**src/rtl/sutset_pkg.sv**
```systemverilog
// sutset_pkg: shared types, codes and default sizes for the sorted time set
// request/response structs, status codes, controller states and cell control
// no dependencies
`timescale 1ns / 1ps
`default_nettype none

package sutset_pkg;

    // default sizes
    localparam int DEF_SET_DEPTH = 64;
    localparam int DEF_TIME_BITS = 31;

    // fixed field widths of the item interface
    localparam int FLD_TIME_W   = 31;
    localparam int FLD_COUNT_W  = 7;
    localparam int FLD_STATUS_W = 3;

    // request opcodes
    localparam logic FUNC_INSERT = 1'b0;
    localparam logic FUNC_DELETE = 1'b1;

    // response status codes
    typedef enum logic [FLD_STATUS_W-1:0] {
        ST_INSERTED  = 3'd0,
        ST_DUPLICATE = 3'd1,
        ST_DELETED   = 3'd2,
        ST_NOT_FOUND = 3'd3,
        ST_FULL      = 3'd4
    } t_status;

    // controller states
    typedef enum logic [1:0] {
        S_IDLE,
        S_CMP,
        S_APPLY,
        S_DONE
    } t_state;

    // input item
    typedef struct packed {
        logic                  func;
        logic [FLD_TIME_W-1:0] time_value;
    } t_req;

    // result item
    typedef struct packed {
        t_status                status;
        logic [FLD_TIME_W-1:0]  earliest_time;
        logic [FLD_COUNT_W-1:0] entry_count;
        logic                   is_empty;
    } t_rsp;

    // control broadcast to every cell of the chain
    typedef struct packed {
        logic flag_en;  // register compare flags against the request time
        logic ins_en;   // open a gap and place the new time
        logic del_en;   // close the gap over the matched time
    } t_cell_ctl;

endpackage : sutset_pkg

`default_nettype wire

```
**src/rtl/sutset_cell.sv**
```systemverilog
// sutset_cell: one slot of the sorted chain, holding a single stored time
// compares against the broadcast time and shifts with its neighbours
// depends on sutset_pkg
`timescale 1ns / 1ps
`default_nettype none

module sutset_cell
    import sutset_pkg::*;
#(
    parameter int TIME_BITS = DEF_TIME_BITS
) (
    input  wire logic                 i_clk,
    input  wire t_cell_ctl            i_ctl,
    input  wire logic [TIME_BITS-1:0] i_t,
    input  wire logic                 i_occ,
    input  wire logic [TIME_BITS-1:0] i_left_val,
    input  wire logic                 i_left_lt,
    input  wire logic [TIME_BITS-1:0] i_right_val,
    output logic      [TIME_BITS-1:0] o_val,
    output logic                      o_lt,
    output logic                      o_eq
);

    logic [TIME_BITS-1:0] r_val;
    logic                 r_lt;
    logic                 r_eq;

    // compare flags, only meaningful for occupied slots
    always_ff @(posedge i_clk) begin
        if (i_ctl.flag_en) begin
            r_lt <= i_occ && (r_val < i_t);
            r_eq <= i_occ && (r_val == i_t);
        end
    end

    // slots at or above the insert/delete point shift by one
    always_ff @(posedge i_clk) begin
        if (i_ctl.ins_en && !r_lt) begin
            r_val <= i_left_lt ? i_t : i_left_val;
        end else if (i_ctl.del_en && !r_lt) begin
            r_val <= i_right_val;
        end
    end

    assign o_val = r_val;
    assign o_lt  = r_lt;
    assign o_eq  = r_eq;

endmodule : sutset_cell

`default_nettype wire

```
**config.mk**
```make
export PLATFORM = sky130hd
export DESIGN_NAME = sutset_cell
export DESIGN_NICKNAME = d
export VERILOG_FILES = /design/src/rtl/sutset_pkg.sv /design/src/rtl/sutset_cell.sv
export SDC_FILE = /design/constraint.sdc
export NUM_CORES = 1
export LEC_CHECK = 0
export BUFFER_PORTS_ARGS = -buffer_cell sky130_fd_sc_hd__buf_2
export CAP_MARGIN = 25
export CORE_MARGIN = 2
export CORE_UTILIZATION = 42
export CTS_BUF_LIST = sky130_fd_sc_hd__clkbuf_8
export DETAILED_ROUTE_END_ITERATION = 7
export PLACE_DENSITY_LB_ADDON = 0.1
export REMOVE_ABC_BUFFERS = 1
export SYNTH_ARGS = -nofsm -noshare
export SYNTH_HDL_FRONTEND = slang
export SYNTH_SLANG_ARGS = --single-unit
```
**constraint.sdc**
```tcl
create_clock -name i_clk -period 2.1 [get_ports i_clk]
set_input_delay 0 -clock i_clk [delete_from_list [all_inputs] [get_ports i_clk]]
set_output_delay 0 -clock i_clk [all_outputs]
set_load 0.03 [all_outputs]
```
==> flow_summary.toml, run 1 <==
[status]
status = "complete, but fails checks"
violations = "negative hold slack"

[drt]
via_per_inst = 4.78
drtPass1Iterations = 6
antenna_left = 0
drt_iter0_drc = 69
drc_errors = 0
routed_wl_um = 5870
vias = 2253
wl_per_cell_um = 12.5

[sta]
tightest_slew_ps = 450
relSlewSlack_pct = 70.0
hold_ws_ps = -9.40
finalSetupTns_ps = 0
setup_viol = 0
skew_ps = 3.00
min_period_ps = 1720
finalHoldViolations = 1
drv_slew = 0
fmax_mhz = 582
period_share_pct = 81.8
rsz0062_at_grt = "no"

[clocking]
cts_setup_buffers = 0
insertion_delay_ps = 280
cts_resized = 0
ctsHtreeMaxLevel = 2
numClockSinks = 33
clk_pin_slew_ps = 70
cts_root_buf = "clkbuf_8"
cts_tree = "built"
cts_buffer_depth = 2
numCtsBuffers = 5

[yosys]
syn_avg_cell_area_um2 = 9.69
synth.largest_area_cell = "edfxtp_1"
synth-edff-count = 33
synth_top_area_share_pct = 40.4
async_flop_share_pct = 0
syn_area_um2 = 2450
syn_inst = 253
ys_seq_area_share_pct = 40.4
yosys_warnings = 0
ys_ff_latch = 33
synth_cell_type_count = 28
post_synth_main_area_contributors = "edfxtp_1 40%, ha_1 16%, mux2i_1 13%, o21ai_0 7.1%, nand2_1 6.1%"
ys_top_cells_by_count = "40 x nand2_1, 35 x o21ai_0, 33 x edfxtp_1"
yosysMostFrequentCell = "nand2_1"
synth-main-ff-cell = "edfxtp_1"

[setup_path]
timing.critical_path.from_type = "register"
crit_path_end_kind = "register"
crit_start = "o_val[26]$_DFFE_PP_"
timing_worst_setup_path_type = "reg -> reg"
crit_fanout = 3
r2r_start = "o_val[26]$_DFFE_PP_"
critPathRequiredTime_ps = 2140
arrival_ps = 1760

[grt]
track_usage_pct = 18.7
grt_overflow_total = 0
grt_pass1_vias = 2112
grt_max_degree = 35
antenna_found_initial = 0
grt_pass1_wl_um = 9350

[worst_hold_path]
hp-class = "in -> reg"
min_from = "i_right_val[27]"

[cells_and_area]
num-nets-final = 528
fin_cells = 471
syn_to_final_growth_pct = 39.7
fillers = 500
multi_input_area_um2 = 1300
antenna_cells = 0
drive_above_1_share_pct = 37.3
register_area_um2 = 991

[pwr]
p_seq_share_pct = 43.6
power.share.clock_pct = 23.0
power_density_nw_per_um2 = 566
ir_worst_vdd_uv = 373
p_leak_nw = 1.82
p_int_w = 0.00130
p_sw_w = 0.000639
p_sw_share_pct = 33.0
comb_power_share_pct = 33.4

[die]
die_x_um = 80.4
dieArea_um2 = 6460
initial_core_util_pct = 44.0
io_pins = 132
core-area_um2 = 5570
rows = 27
die_y_um = 80.4

[run]
max_cap_violations = 0

[place]
gp_congestion = 0.796
dp_cells = 449
hpwlAfterDp_um = 4720
portBuffers = 131
[registers in the layout, summed over array words and instances (netlist names)]
name	flops
o_val	31
o_eq	1
o_lt	1
[layer usage]
layer | vias to the layer above | GRT usage [%] | routed length, um
met5 | - | 0 | 0
met1 | 977 | 23.6 | 2670
met3 | 7 | 4.83 | 435
li1 | 1189 | - | -
met2 | 80 | 31.7 | 2690
met4 | 0 | 4.75 | 76
[cells in the final DEF, fill, tap and decap left out, drive strengths merged]
| master | count |
|---|---|
| o211ai | 1 |
| clkbuf | 5 |
| a221oi | 1 |
| nand3b | 1 |
| nand4 | 4 |
| nor3 | 2 |
| nand4b | 1 |
| nand3 | 2 |
| and4 | 1 |
| ha | 31 |
| nor2 | 5 |
| o21ai | 35 |
| a21oi | 13 |
| a22oi | 1 |
| a21o | 3 |
| nand2b | 1 |
| inv | 35 |
| nor4 | 2 |
| a41o | 1 |
| dlygate4sd3 | 14 |
| mux2i | 31 |
| edfxtp | 33 |
| buf | 135 |
| nand2 | 41 |
[critical path, cell delays in order (launching register included)]
cell,delay (ps)
edfxtp_1,400
ha_1,350
nand3_2,120
nor4_4,310
a22oi_1,130
nand4b_1,110
nor3_1,60
[per-stage QoR]
stage          area [um2]  setup WS [ps]  power (W)  utilization (%)  hold WS, ps
2_1_floorplan        2400           -233    0.00124                -          112
6_report             3420            382    0.00194             61.4        -9.40
4_1_cts              3420            363    0.00196             61.4        0.175
3_3_place_gp         3200            432    0.00148             57.5          226
3_5_place_dp         3200            383    0.00149             57.5          224
5_1_grt              3420            255    0.00207             61.4         3.22
[timing repair]
item,in CTS,in global routing
hold buffers,14,0
setup endpoints to repair,0,0
hold endpoints to repair,15,0
[power by group through the flow]
| stage | sequential [W] | combinational (W) | clock (W) |
|---|---|---|---|
| floorplan | 0.000984 | 0.000254 | 0 |
| global placement | 0.000854 | 0.000627 | 0 |
| detailed placement | 0.000859 | 0.000633 | 0 |
| CTS | 0.000845 | 0.000656 | 0.000458 |
| global route | 0.000852 | 0.000723 | 0.000491 |
| finish | 0.000844 | 0.000647 | 0.000446 |
[kinds of logic (layout without fill, tap and decap cells)]
kind of cell | count (synthesis) | after routing | synth area share (%)
DFF | 33 | 33 | 40.4
buffers and inverters | 43 | 189 | 6.79
and+or+nand+nor | 60 | 60 | 12.1
muxes | 31 | 31 | 12.7
adders and majority gates | 31 | 31 | 15.8
AOI/OAI and AO/OA | 55 | 55 | 12.2
[final timing paths]
check	slack, ps	to	cells after the start
worst max-delay path	380	o_lt$_DFFE_PP_	6
worst min-delay path	-9	o_val[27]$_DFFE_PP_	3
worst max register to register	380	o_lt$_DFFE_PP_	6
worst min register to register	790	o_lt$_DFFE_PP_	3
[area by class of cell]
| cell class | count | share of cell area (%) |
|---|---|---|
| flip-flops and latches | 33 | 28.9 |
| repair buffers | 149 | 24.5 |
| multi-input cells | 177 | 38.1 |
| well taps | 72 | 2.63 |
| clock buffers | 5 | 2.01 |
| clock inverters | 3 | 0.329 |
| inverters | 32 | 3.51 |
(Power assumes the default switching activity.)
==> run 2: changes to the inputs <==
==> constraint.sdc (replaced) <==
create_clock -name i_clk -period 1.41 [get_ports i_clk]
set_input_delay 0 -clock i_clk [delete_from_list [all_inputs] [get_ports i_clk]]
set_output_delay 0 -clock i_clk [all_outputs]
set_load 0.03 [all_outputs]
==> run 2 against run 1 <==
  * The run ends with negative setup slack left
  * Worst hold slack better by 12 ps
  * Total power increased by 60%
  * Via count grew 4.0%
  * Highest routed layer unchanged
==> flow_summary.toml, run 2 (synthesized netlist as in run 1, its figures left out) <==
[cells_and_area]
largest_reg_flops = 31
antenna_cells = 0
fillers = 471
layout_commonest_cell = "buf_2"
syn_to_final_growth_pct = 52.9
fin_cells = 489
final_cell_mix = "131 x buf_2, 40 x nand2_1, 35 x inv_1"
finalInstanceArea_um2 = 3750
num-nets-final = 546
drive_above_1_share_pct = 43.4

[sta]
finalHoldViolations = 0
setup_slack_ps = -264
min_period_ps = 1670
fmax_mhz = 597
rsz0062_at_grt = "yes"
setup_viol = 2
skew_ps = 4.39
drv_slew = 0
finalSetupTns_ps = -492
relSlewSlack_pct = 82.5
hold_ws_ps = 2.81
tightest_slew_ps = 259
period_share_pct = 119

[status]
status = "complete, but fails checks"
violations = "negative setup slack"

[drt]
antenna_left = 0
via_per_inst = 4.79
wl_per_cell_um = 12.7
drt_iter0_drc = 48
drc_errors = 0
vias = 2342
routed_wl_um = 6220
drtPass1Iterations = 4

[worst_hold_path]
min_delay_path_depth = 3
hp-class = "in -> reg"
min_from = "i_right_val[12]"
hold_path_end = "o_val[12]$_DFFE_PP_"

[die]
die_y_um = 80.4
die_x_um = 80.4
dieArea_um2 = 6460
initial_core_util_pct = 44.0
core-area_um2 = 5570
rows = 27
io_pins = 132

[setup_path]
crit_path_end_kind = "register"
reg2regPathDepth = 6
r2r_start = "o_val[24]$_DFFE_PP_"
arrival_ps = 1710
reg2reg_slack_ps = -260
timing.critical_path.from_type = "register"
crit_start = "o_val[24]$_DFFE_PP_"
crit_fanout = 2
critPathRequiredTime_ps = 1450
r2r_end = "o_lt$_DFFE_PP_"
timing_worst_setup_path_type = "reg -> reg"

[pwr]
power_density_nw_per_um2 = 825
ir_worst_vdd_uv = 488
p_leak_nw = 1.92

[place]
hpwlAfterDp_um = 4710
portBuffers = 131
gp_congestion = 0.774
place_area_um2 = 3350
dpl_worst_slack_ps = -309
dp_cells = 464

[grt]
track_usage_pct = 19.3
antenna_found_initial = 0
grt_max_degree = 35
grt_pass1_wl_um = 9790
grt_overflow_total = 0
grt_pass1_vias = 2329

[clocking]
numClockSinks = 33
numCtsBuffers = 5
clk_pin_slew_ps = 70
cts_buffer_depth = 2
cts_tree = "built"
cts_root_buf = "clkbuf_8"
ctsHtreeMaxLevel = 2
insertion_delay_ps = 280

[run]
max_cap_violations = 0
run 2: cell count changes in the layout (fill, tap and decap cells not counted), sizes merged:
cell	previous run	this run
dlygate4sd3	14	13
buf	135	154
run 2: timing repair:
item                                   CTS  global route
setup endpoints to repair                2             2
gates resized for setup                 10             6
cloned                                   0             0
buffers inserted                         2             2
endpoints found under the hold margin   14             0
hold buffers                            13             0
pin swaps                                2             3
run 2: layer usage:
layer / vias to the layer above / share of wire (%) / track usage, %
met5: - / 0 / 0
met1: 1021 / 42 / 22.3
met2: 86 / 49 / 35.8
li1: 1227 / - / -
met4: 0 / 0.87 / 5.25
met3: 8 / 7.6 / 4.27
run 2: worst max path at each step:
| stage | end | slack [ps] | cells past startpoint |
|---|---|---|---|
| floorplan | o_val[0]$_DFFE_PP_ | -920 | 1 |
| global placement | o_lt$_DFFE_PP_ | -230 | 6 |
| detailed placement | o_lt$_DFFE_PP_ | -310 | 6 |
| CTS | o_lt$_DFFE_PP_ | -280 | 6 |
| global route | o_eq$_DFFE_PP_ | -360 | 5 |
| finish | o_lt$_DFFE_PP_ | -260 | 6 |
run 2: final cells by class:
cell class                 count  area (um2)  area share [%]
clock buffer                   5        68.8            1.84
timing repair buffer         167        1010            26.9
clock inverter                 3        11.3           0.300
tap                           72        90.1            2.40
sequential                    33         991            26.4
inverter                      32         120            3.20
multi-input combinational    177        1460            38.9
run 2: critical path, stage by stage, from the launching register on:
cell	delay, ps
edfxtp_1	440
ha_4	320
nand3_4	70
nor4_4	290
a22oi_1	140
nand4b_1	110
nor3_1	60
run 2: per-stage QoR:
stage | utilization [%] | power (W)
detailed placement | 60.2 | 0.00231
global placement | 60.2 | 0.00229
finish | 67.3 | 0.00309
CTS | 66.2 | 0.00307
global route | 67.3 | 0.00327
floorplan | - | 0.00184
run 2: power breakdown:
part | internal, W | leakage, nW | switching [W]
Combinational | 0.000531 | 1.54 | 0.000619
Clock | 0.000329 | 0.0519 | 0.000341
Sequential | 0.00121 | 0.324 | 0.0000607
Total | 0.00207 | 1.92 | 0.00102
