## config.mk

```make
export PLATFORM = sky130hd
export DESIGN_NAME = sutset_ctrl
export DESIGN_NICKNAME = d
export VERILOG_FILES = /design/src/rtl/sutset_pkg.sv /design/src/rtl/sutset_ctrl.sv
export SDC_FILE = /design/constraint.sdc
export NUM_CORES = 1
export LEC_CHECK = 0
export ABC_AREA = 0
export BUFFER_PORTS_ARGS = -buffer_cell sky130_fd_sc_hd__buf_2
export CAP_MARGIN = 20
export CORE_ASPECT_RATIO = 0.6
export CORE_MARGIN = 3
export CORE_UTILIZATION = 30
export DETAILED_ROUTE_END_ITERATION = 6
export PLACE_DENSITY = 0.5
export RECOVER_POWER = 100
export SLEW_MARGIN = 20
export SYNTH_ARGS = -nofsm -noshare
export SYNTH_HDL_FRONTEND = slang
export SYNTH_SLANG_ARGS = --single-unit
```

## constraint.sdc

```tcl
create_clock -name i_clk -period 6 [get_ports i_clk]
set_clock_uncertainty 0.2 [all_clocks]
set_input_delay 0.6 -clock i_clk [delete_from_list [all_inputs] [get_ports i_clk]]
set_output_delay 0.6 -clock i_clk [all_outputs]
set_load 0.05 [all_outputs]
```

## src/rtl/sutset_pkg.sv

```systemverilog
// sutset_pkg: shared types, codes and default sizes for the sorted time set
// request/response structs, status codes, controller states and cell control
// no dependencies
`timescale 1ns / 1ps
`default_nettype none

package sutset_pkg;

    // default sizes
    localparam int DEF_SET_DEPTH = 64;
    localparam int DEF_TIME_BITS = 31;

    // fixed field widths of the item interface
    localparam int FLD_TIME_W   = 31;
    localparam int FLD_COUNT_W  = 7;
    localparam int FLD_STATUS_W = 3;

    // request opcodes
    localparam logic FUNC_INSERT = 1'b0;
    localparam logic FUNC_DELETE = 1'b1;

    // response status codes
    typedef enum logic [FLD_STATUS_W-1:0] {
        ST_INSERTED  = 3'd0,
        ST_DUPLICATE = 3'd1,
        ST_DELETED   = 3'd2,
        ST_NOT_FOUND = 3'd3,
        ST_FULL      = 3'd4
    } t_status;

    // controller states
    typedef enum logic [1:0] {
        S_IDLE,
        S_CMP,
        S_APPLY,
        S_DONE
    } t_state;

    // input item
    typedef struct packed {
        logic                  func;
        logic [FLD_TIME_W-1:0] time_value;
    } t_req;

    // result item
    typedef struct packed {
        t_status                status;
        logic [FLD_TIME_W-1:0]  earliest_time;
        logic [FLD_COUNT_W-1:0] entry_count;
        logic                   is_empty;
    } t_rsp;

    // control broadcast to every cell of the chain
    typedef struct packed {
        logic flag_en;  // register compare flags against the request time
        logic ins_en;   // open a gap and place the new time
        logic del_en;   // close the gap over the matched time
    } t_cell_ctl;

endpackage : sutset_pkg

`default_nettype wire

```

## src/rtl/sutset_ctrl.sv

```systemverilog
// sutset_ctrl: sequencer for compare and shift phases, entry count and status
// drives the cell control struct and the handshake
// depends on sutset_pkg
`timescale 1ns / 1ps
`default_nettype none

module sutset_ctrl
    import sutset_pkg::*;
#(
    parameter int SET_DEPTH = DEF_SET_DEPTH,
    localparam int CW       = $clog2(SET_DEPTH + 1)
) (
    input  wire logic          i_clk,
    input  wire logic          i_rst_n,
    input  wire logic          i_start,
    input  wire logic          i_func,
    input  wire logic          i_any_eq,
    output logic               o_busy,
    output logic               o_done,
    output t_cell_ctl          o_ctl,
    output t_status            o_status,
    output logic      [CW-1:0] o_count
);

    t_state           r_state;
    t_state           n_state;
    logic    [CW-1:0] r_count;
    logic    [CW-1:0] n_count;
    t_status          r_status;
    t_status          n_status;
    logic             w_full;
    logic             w_ins_ok;
    logic             w_del_ok;

    // state register
    always_ff @(posedge i_clk) begin
        if (!i_rst_n) begin
            r_state <= S_IDLE;
            r_count <= '0;
        end else begin
            r_state <= n_state;
            r_count <= n_count;
        end
    end

    // status is held for the response cycle
    always_ff @(posedge i_clk) begin
        r_status <= n_status;
    end

    // next state
    always_comb begin
        n_state = r_state;
        case (r_state)
            S_IDLE:  if (i_start) n_state = S_CMP;
            S_CMP:   n_state = S_APPLY;
            S_APPLY: n_state = S_DONE;
            S_DONE:  n_state = S_IDLE;
            default: n_state = S_IDLE;
        endcase
    end

    // decision on the registered compare flags
    assign w_full   = (r_count == CW'(SET_DEPTH));
    assign w_ins_ok = (i_func == FUNC_INSERT) && !i_any_eq && !w_full;
    assign w_del_ok = (i_func == FUNC_DELETE) && i_any_eq;

    // outputs, count and status
    always_comb begin
        o_busy       = 1'b1;
        o_done       = 1'b0;
        o_ctl        = '0;
        n_count      = r_count;
        n_status     = r_status;
        case (r_state)
            S_IDLE: begin
                o_busy = 1'b0;
            end
            S_CMP: begin
                o_ctl.flag_en = 1'b1;
            end
            S_APPLY: begin
                o_ctl.ins_en = w_ins_ok;
                o_ctl.del_en = w_del_ok;
                if (w_ins_ok) begin
                    n_count = r_count + CW'(1);
                end else if (w_del_ok) begin
                    n_count = r_count - CW'(1);
                end
                if (i_func == FUNC_INSERT) begin
                    if (i_any_eq)    n_status = ST_DUPLICATE;
                    else if (w_full) n_status = ST_FULL;
                    else             n_status = ST_INSERTED;
                end else begin
                    n_status = i_any_eq ? ST_DELETED : ST_NOT_FOUND;
                end
            end
            S_DONE: begin
                o_done = 1'b1;
            end
            default: begin
                o_busy = 1'b1;
            end
        endcase
    end

    assign o_status = r_status;
    assign o_count  = r_count;

endmodule : sutset_ctrl

`default_nettype wire

```

==> results of run 1 <==
[flip-flops by register name, summed over array words and instances (netlist names)]
name      count
r_state       2
o_count       7
o_status      3
[through the flow]
stage / util / cell area (µm²) / cells
floorplan: - / 828 / 82
global placement: 0.375 / 958 / 132
detailed placement: 0.375 / 958 / 132
CTS: 0.396 / 1010 / 136
global route: 0.379 / 970 / 136
finish: 0.379 / 970 / 136
[worst max-delay path, cell delays in order, from the launching register on]
cell      delay [ns]
dfxtp_1         0.36
or4b_1          0.59
o41a_2          0.44
clkinv_1        0.17
ha_1            0.31
a211oi_1        0.33
o21bai_1        0.12
a21oi_1         0.19
mux2i_1         0.28
mux2i_1         0.20
[metal layers]
layer | track usage | vias to the layer above
met3 | 0.0523 | 2
met5 | 0 | -
met4 | 0.0325 | 0
met1 | 0.179 | 307
li1 | - | 341
met2 | 0.158 | 15
[cell families (layout without fill, tap and decap cells)]
logic type | after synthesis | after routing
XOR/XNOR | 2 | 2
AO/OA/AOI/OAI | 22 | 22
adder cells (fa/ha/maj) | 13 | 13
flip-flops | 12 | 12
buffers and inverters | 8 | 30
multiplexers | 3 | 3
AND/OR/NAND/NOR | 22 | 22
[worst paths after layout]
kind	startpoint	end	slack (ns)	cells past startpoint
worst max register to register	o_count[1]	o_count[6]	2.76	9
worst min-delay path	o_count[3]	o_count[3]	0.31	2
worst max-delay path	o_count[1]	o_count[6]	2.76	9
worst min register to register	o_count[3]	o_count[3]	0.31	2
[final cells by class]
type                    count  area [µm²]  area share
inverters                   7        26.3      0.0271
well taps                  32        40.0      0.0413
clock buffers               4        55.1      0.0568
repair buffers             19        75.1      0.0774
multi-input cells          62         503       0.519
flip-flops and latches     12         270       0.279
[synth_stat cells]
| cell type | instances |
|---|---|
| a211o_1 | 2 |
| mux2i_1 | 3 |
| or4b_1 | 1 |
| clkinv_1 | 1 |
| xnor2_1 | 2 |
| a21boi_1 | 3 |
| o21ai_0 | 2 |
| buf_2 | 1 |
| a21o_1 | 2 |
| nand2_1 | 8 |
| nand2b_1 | 2 |
| edfxtp_1 | 3 |
| a211oi_1 | 2 |
| nand3_1 | 3 |
| fa_1 | 1 |
| o211ai_1 | 2 |
| a21oi_1 | 2 |
| nand4_1 | 1 |
| o21bai_1 | 2 |
| nor2b_1 | 1 |
| o21a_2 | 1 |
| nor4_1 | 1 |
| o21ai_4 | 1 |
| nor2_1 | 1 |
| or4b_4 | 1 |
| dfxtp_1 | 9 |
| o41a_4 | 1 |
| and2_1 | 3 |
| inv_1 | 6 |
| ha_1 | 12 |
| o211a_1 | 2 |
[power groups by stage]
stage	logic [µW]	registers, µW	clock network [µW]
3_5_place_dp	209	121	0
4_1_cts	210	119	89.4
6_report	198	119	87.7
2_1_floorplan	134	153	0
3_3_place_gp	210	121	0
5_1_grt	218	122	93.5
==> impl_metrics.yaml, run 1 <==
outcome:
  status: "complete, no violations"
timing:
  rsz0062_at_grt: "no"
  drv_slew: 0
  finalHoldViolCount: 0
  whs_ns: 0.308
  finalCritPeriodShare: 0.540
  clock.fmax_mhz: 308
  tns_ns: 0
  slew-limit-headroom: 0.452
  worst_slew_pin_slew_ns: 0.814
  period_minus_slack_ns: 3.24
  setup_ws_ns: 2.76
  setup-violations-final: 0
cells_and_area:
  drive_gt1_frac: 0.0865
  antenna_cells: 0
  nFillCells: 293
  nets: 123
  area_growth_pct: 17.1
  layout_commonest_cell: "clkbuf_1"
  layout_common_cells: "clkbuf_1 (16), ha_1 (12), dfxtp_1 (9), nand2_1 (8), inv_1 (6)"
detailed_routing:
  drc: 0
  ant_nets: 0
  drt-pass1-iter-count: 3
  met1_length_um: 984
  first_iter_violations: 16
  num_vias: 665
  dr_wl_met3_um: 130
  met2WireLength_um: 712
  routed_wl_mm: 1.84
  wire_per_inst_um: 13.5
  viasPerCell: 4.89
  top_layer: "met4"
pwr:
  p_clk_frac: 0.217
  p_seq_frac: 0.294
  ir_worst_vdd_mv: 0.109
  p_per_area_mw_per_mm2: 418
  internal-power_uw: 216
  switchingPower_uw: 189
  p_leak_uw: 0.000434
  power_uw: 405
  comb_power_share: 0.490
  swShare: 0.466
floorplanning:
  core_area_mm2: 0.00256
  io_pins: 20
  initial_core_util: 0.324
  rows: 14
  die_w_um: 73.8
  die_area_mm2: 0.00345
  die_h_um: 46.7
logic_synthesis:
  synthSimpleGateAreaFrac: 0.148
  synth_fp_nets: 100
  synth_area_um2: 828
  synth_seq_area_share: 0.326
  yosys_register_bits: 12
  ys_types: 31
  netlist_top_cells_area: "dfxtp_1 (22%), ha_1 (18%), edfxtp_1 (11%)"
  synthMuxAreaShare: 0.0363
  yosysWarnings: 0
  synth_top_area_share: 0.218
  synth_xor_area_frac: 0.0211
  synthCells: 82
  synth_top_cell_by_area: "dfxtp_1"
  synthAdderAreaFrac: 0.205
  synth_compound_area_frac: 0.225
  syn_avg_cell_area_um2: 10.1
  synth_top_family_by_area: "compound AO/OA/AOI/OAI gates"
clock_tree:
  cts_tree: "done"
  cts.htree.levels: 1
  path_clk_slew_ns: 0.05
  clock_latency_ns: 0.24
  max-clock-path-buffers: 2
  cts_resized: 0
  cts-hold-fix-buffers: 0
  cts.sinks: 12
  cts_made_buffers: 3
  cts_setup_buffers: 0
  root_buffer: "clkbuf_8"
setup_path:
  worstPathMaxFanout: 7
  crit_path_end_kind: "flop"
  crit_required_ns: 5.97
  worstSetupStartpointType: "flop"
  crit_type: "reg2reg"
  arrival_ns: 3.22
global_routing:
  grt_antenna_before_repair: 0
  grt_usage: 0.122
  grt_pass1_wl_mm: 2.99
  grt_max_degree: 13
  grt_pass1_vias: 593
  gr-total-overflow: 0
place:
  place_congestion: 0.930
  hpwl_mm: 1.44
  io_buffer_count: 19
  pre_cts_slack_ns: 2.81
hold_path:
  hp-class: "reg2reg"
run:
  maxCapViolCount: 0
(Power assumes the default switching activity.)
==> inputs of run 2 (changes only) <==
--- a/config.mk
+++ b/config.mk
@@ -12,7 +12,7 @@
 export CORE_MARGIN = 3
 export CORE_UTILIZATION = 30
 export DETAILED_ROUTE_END_ITERATION = 6
-export PLACE_DENSITY = 0.5
+export PLACE_DENSITY = 0.52
 export RECOVER_POWER = 100
 export SLEW_MARGIN = 20
 export SYNTH_ARGS = -nofsm -noshare
==> constraint.sdc (replaced) <==
create_clock -name i_clk -period 2.8 [get_ports i_clk]
set_clock_uncertainty 0.2 [all_clocks]
set_input_delay 0.28 -clock i_clk [delete_from_list [all_inputs] [get_ports i_clk]]
set_output_delay 0.28 -clock i_clk [all_outputs]
set_load 0.05 [all_outputs]
==> impl_metrics.yaml, run 2 (synthesis gave the netlist of run 1 again) <==
clock_tree:
  cts.htree.levels: 1
  cts_setup_buffers: 0
  clock_latency_ns: 0.25
  root_buffer: "clkbuf_8"
  cts_tree: "done"
  path_clk_slew_ns: 0.06
  cts-hold-fix-buffers: 0
  cts.sinks: 12
  max-clock-path-buffers: 2
  cts_made_buffers: 3
cells_and_area:
  antenna_cells: 0
  drive_gt1_frac: 0.259
  nFillCells: 259
  multi_input_area_um2: 561
  stdcell_area_mm2: 0.00107
  fin_util: 0.419
  layout.cells.non_filler: 140
  area_growth_pct: 29.3
  layout_common_cells: "ha_1 (11), clkbuf_1 (11), nand2_1 (8), buf_2 (8), inv_1 (6)"
  nets: 127
  final-seq-area_um2: 283
  largest_reg_flops: 7
floorplanning:
  die_area_mm2: 0.00345
  die_h_um: 46.7
  io_pins: 20
  core_area_mm2: 0.00256
  initial_core_util: 0.324
  rows: 14
  die_w_um: 73.8
setup_path:
  worstPathMaxFanout: 7
  crit_path_end_kind: "flop"
  r2r-start: "o_count[1]"
  worstSetupStartpointType: "flop"
  cp-startpoint: "o_count[1]"
  crit_required_ns: 2.77
  crit_type: "reg2reg"
  arrival_ns: 2.73
place:
  place_congestion: 0.826
  post-place-cells: 136
  placed_area_mm2: 0.00102
  pre_cts_slack_ns: 0.0147
  io_buffer_count: 19
  hpwl_mm: 1.53
run:
  maxCapViolCount: 0
hold_path:
  hp-class: "in2reg"
  worstHoldStart: "i_func"
detailed_routing:
  num_vias: 690
  routed_wl_mm: 2.00
  wire_per_inst_um: 14.3
  drt-pass1-iter-count: 4
  viasPerCell: 4.93
  drc: 0
  first_iter_violations: 27
  ant_nets: 0
timing:
  finalHoldViolCount: 0
  finalCritPeriodShare: 0.988
  clock.fmax_mhz: 362
  rsz0062_at_grt: "yes"
  drv_slew: 0
  worst_slew_pin_slew_ns: 0.604
  tns_ns: 0
  slew-limit-headroom: 0.599
  period_minus_slack_ns: 2.77
  setup_ws_ns: 0.0349
  setup-violations-final: 0
global_routing:
  grt_pass1_vias: 630
  grt_max_degree: 13
  grt_usage: 0.124
  gr-total-overflow: 0
  grt_antenna_before_repair: 0
  grt_pass1_wl_mm: 3.08
outcome:
  status: "complete, no violations"
pwr:
  ir_worst_vdd_mv: 0.231
  p_per_area_mw_per_mm2: 843
  p_leak_uw: 0.000490
[run 2: cell types whose count changed in the layout (fill, tap and decap cells not counted), moves of 2 or more]
cell,delta
buf_2,+5
o21ai_0,-2
clkbuf_1,-5
buf_4,+4
dfxtp_4,+3
a21boi_0,-2
a21boi_1,+2
dfxtp_1,-4
a211oi_1,-2
[run 2: worst paths after layout]
kind | to | slack, ns | cells after the start
max | o_count[6] | 0.03 | 9
min | o_status[1] | 0.08 | 1
max reg2reg | o_count[6] | 0.03 | 9
min reg2reg | o_count[6] | 0.29 | 2
[run 2: power by group]
part | leakage [µW] | internal, µW | switching, µW | total, µW
sequential | 0.000104 | 219 | 31.1 | 250
clock | 0.0000231 | 96.9 | 68.0 | 165
combinational | 0.000363 | 158 | 330 | 489
[run 2: cell type report]
type                            count  area share
Clock buffer                        3      0.0386
Clock inverter                      1     0.00350
Multi-Input combinational cell     62       0.523
Inverter                            7      0.0292
Timing Repair Buffer               23       0.104
Tap cell                           32      0.0374
Sequential cell                    12       0.264
[run 2: what timing repair did]
action / in CTS / in global routing
gates resized for setup: 1 / 3
pin swaps: 2 / 1
endpoints found under the setup margin: 1 / 2
[run 2: per-stage QoR]
step	hold slack [ns]	power, µW
final	0.0836	903
after global routing	0.0968	965
after CTS	0.0395	901
after detailed placement	0.289	729
after global placement	0.270	728
after floorplan	0.179	628
[run 2: layer usage]
layer | global-route usage | wire length, µm
met2 | 0.167 | 811
met1 | 0.178 | 1050
met3 | 0.0588 | 126
met5 | 0 | 0
met4 | 0.0217 | 14
[run 2: worst max-delay path, stage by stage (launching register included)]
cell	delay, ns
dfxtp_4	0.34
or4b_4	0.54
o41a_4	0.38
clkinv_4	0.09
ha_4	0.22
a211oi_4	0.23
o21bai_1	0.12
a21oi_2	0.13
mux2i_1	0.25
mux2i_1	0.19
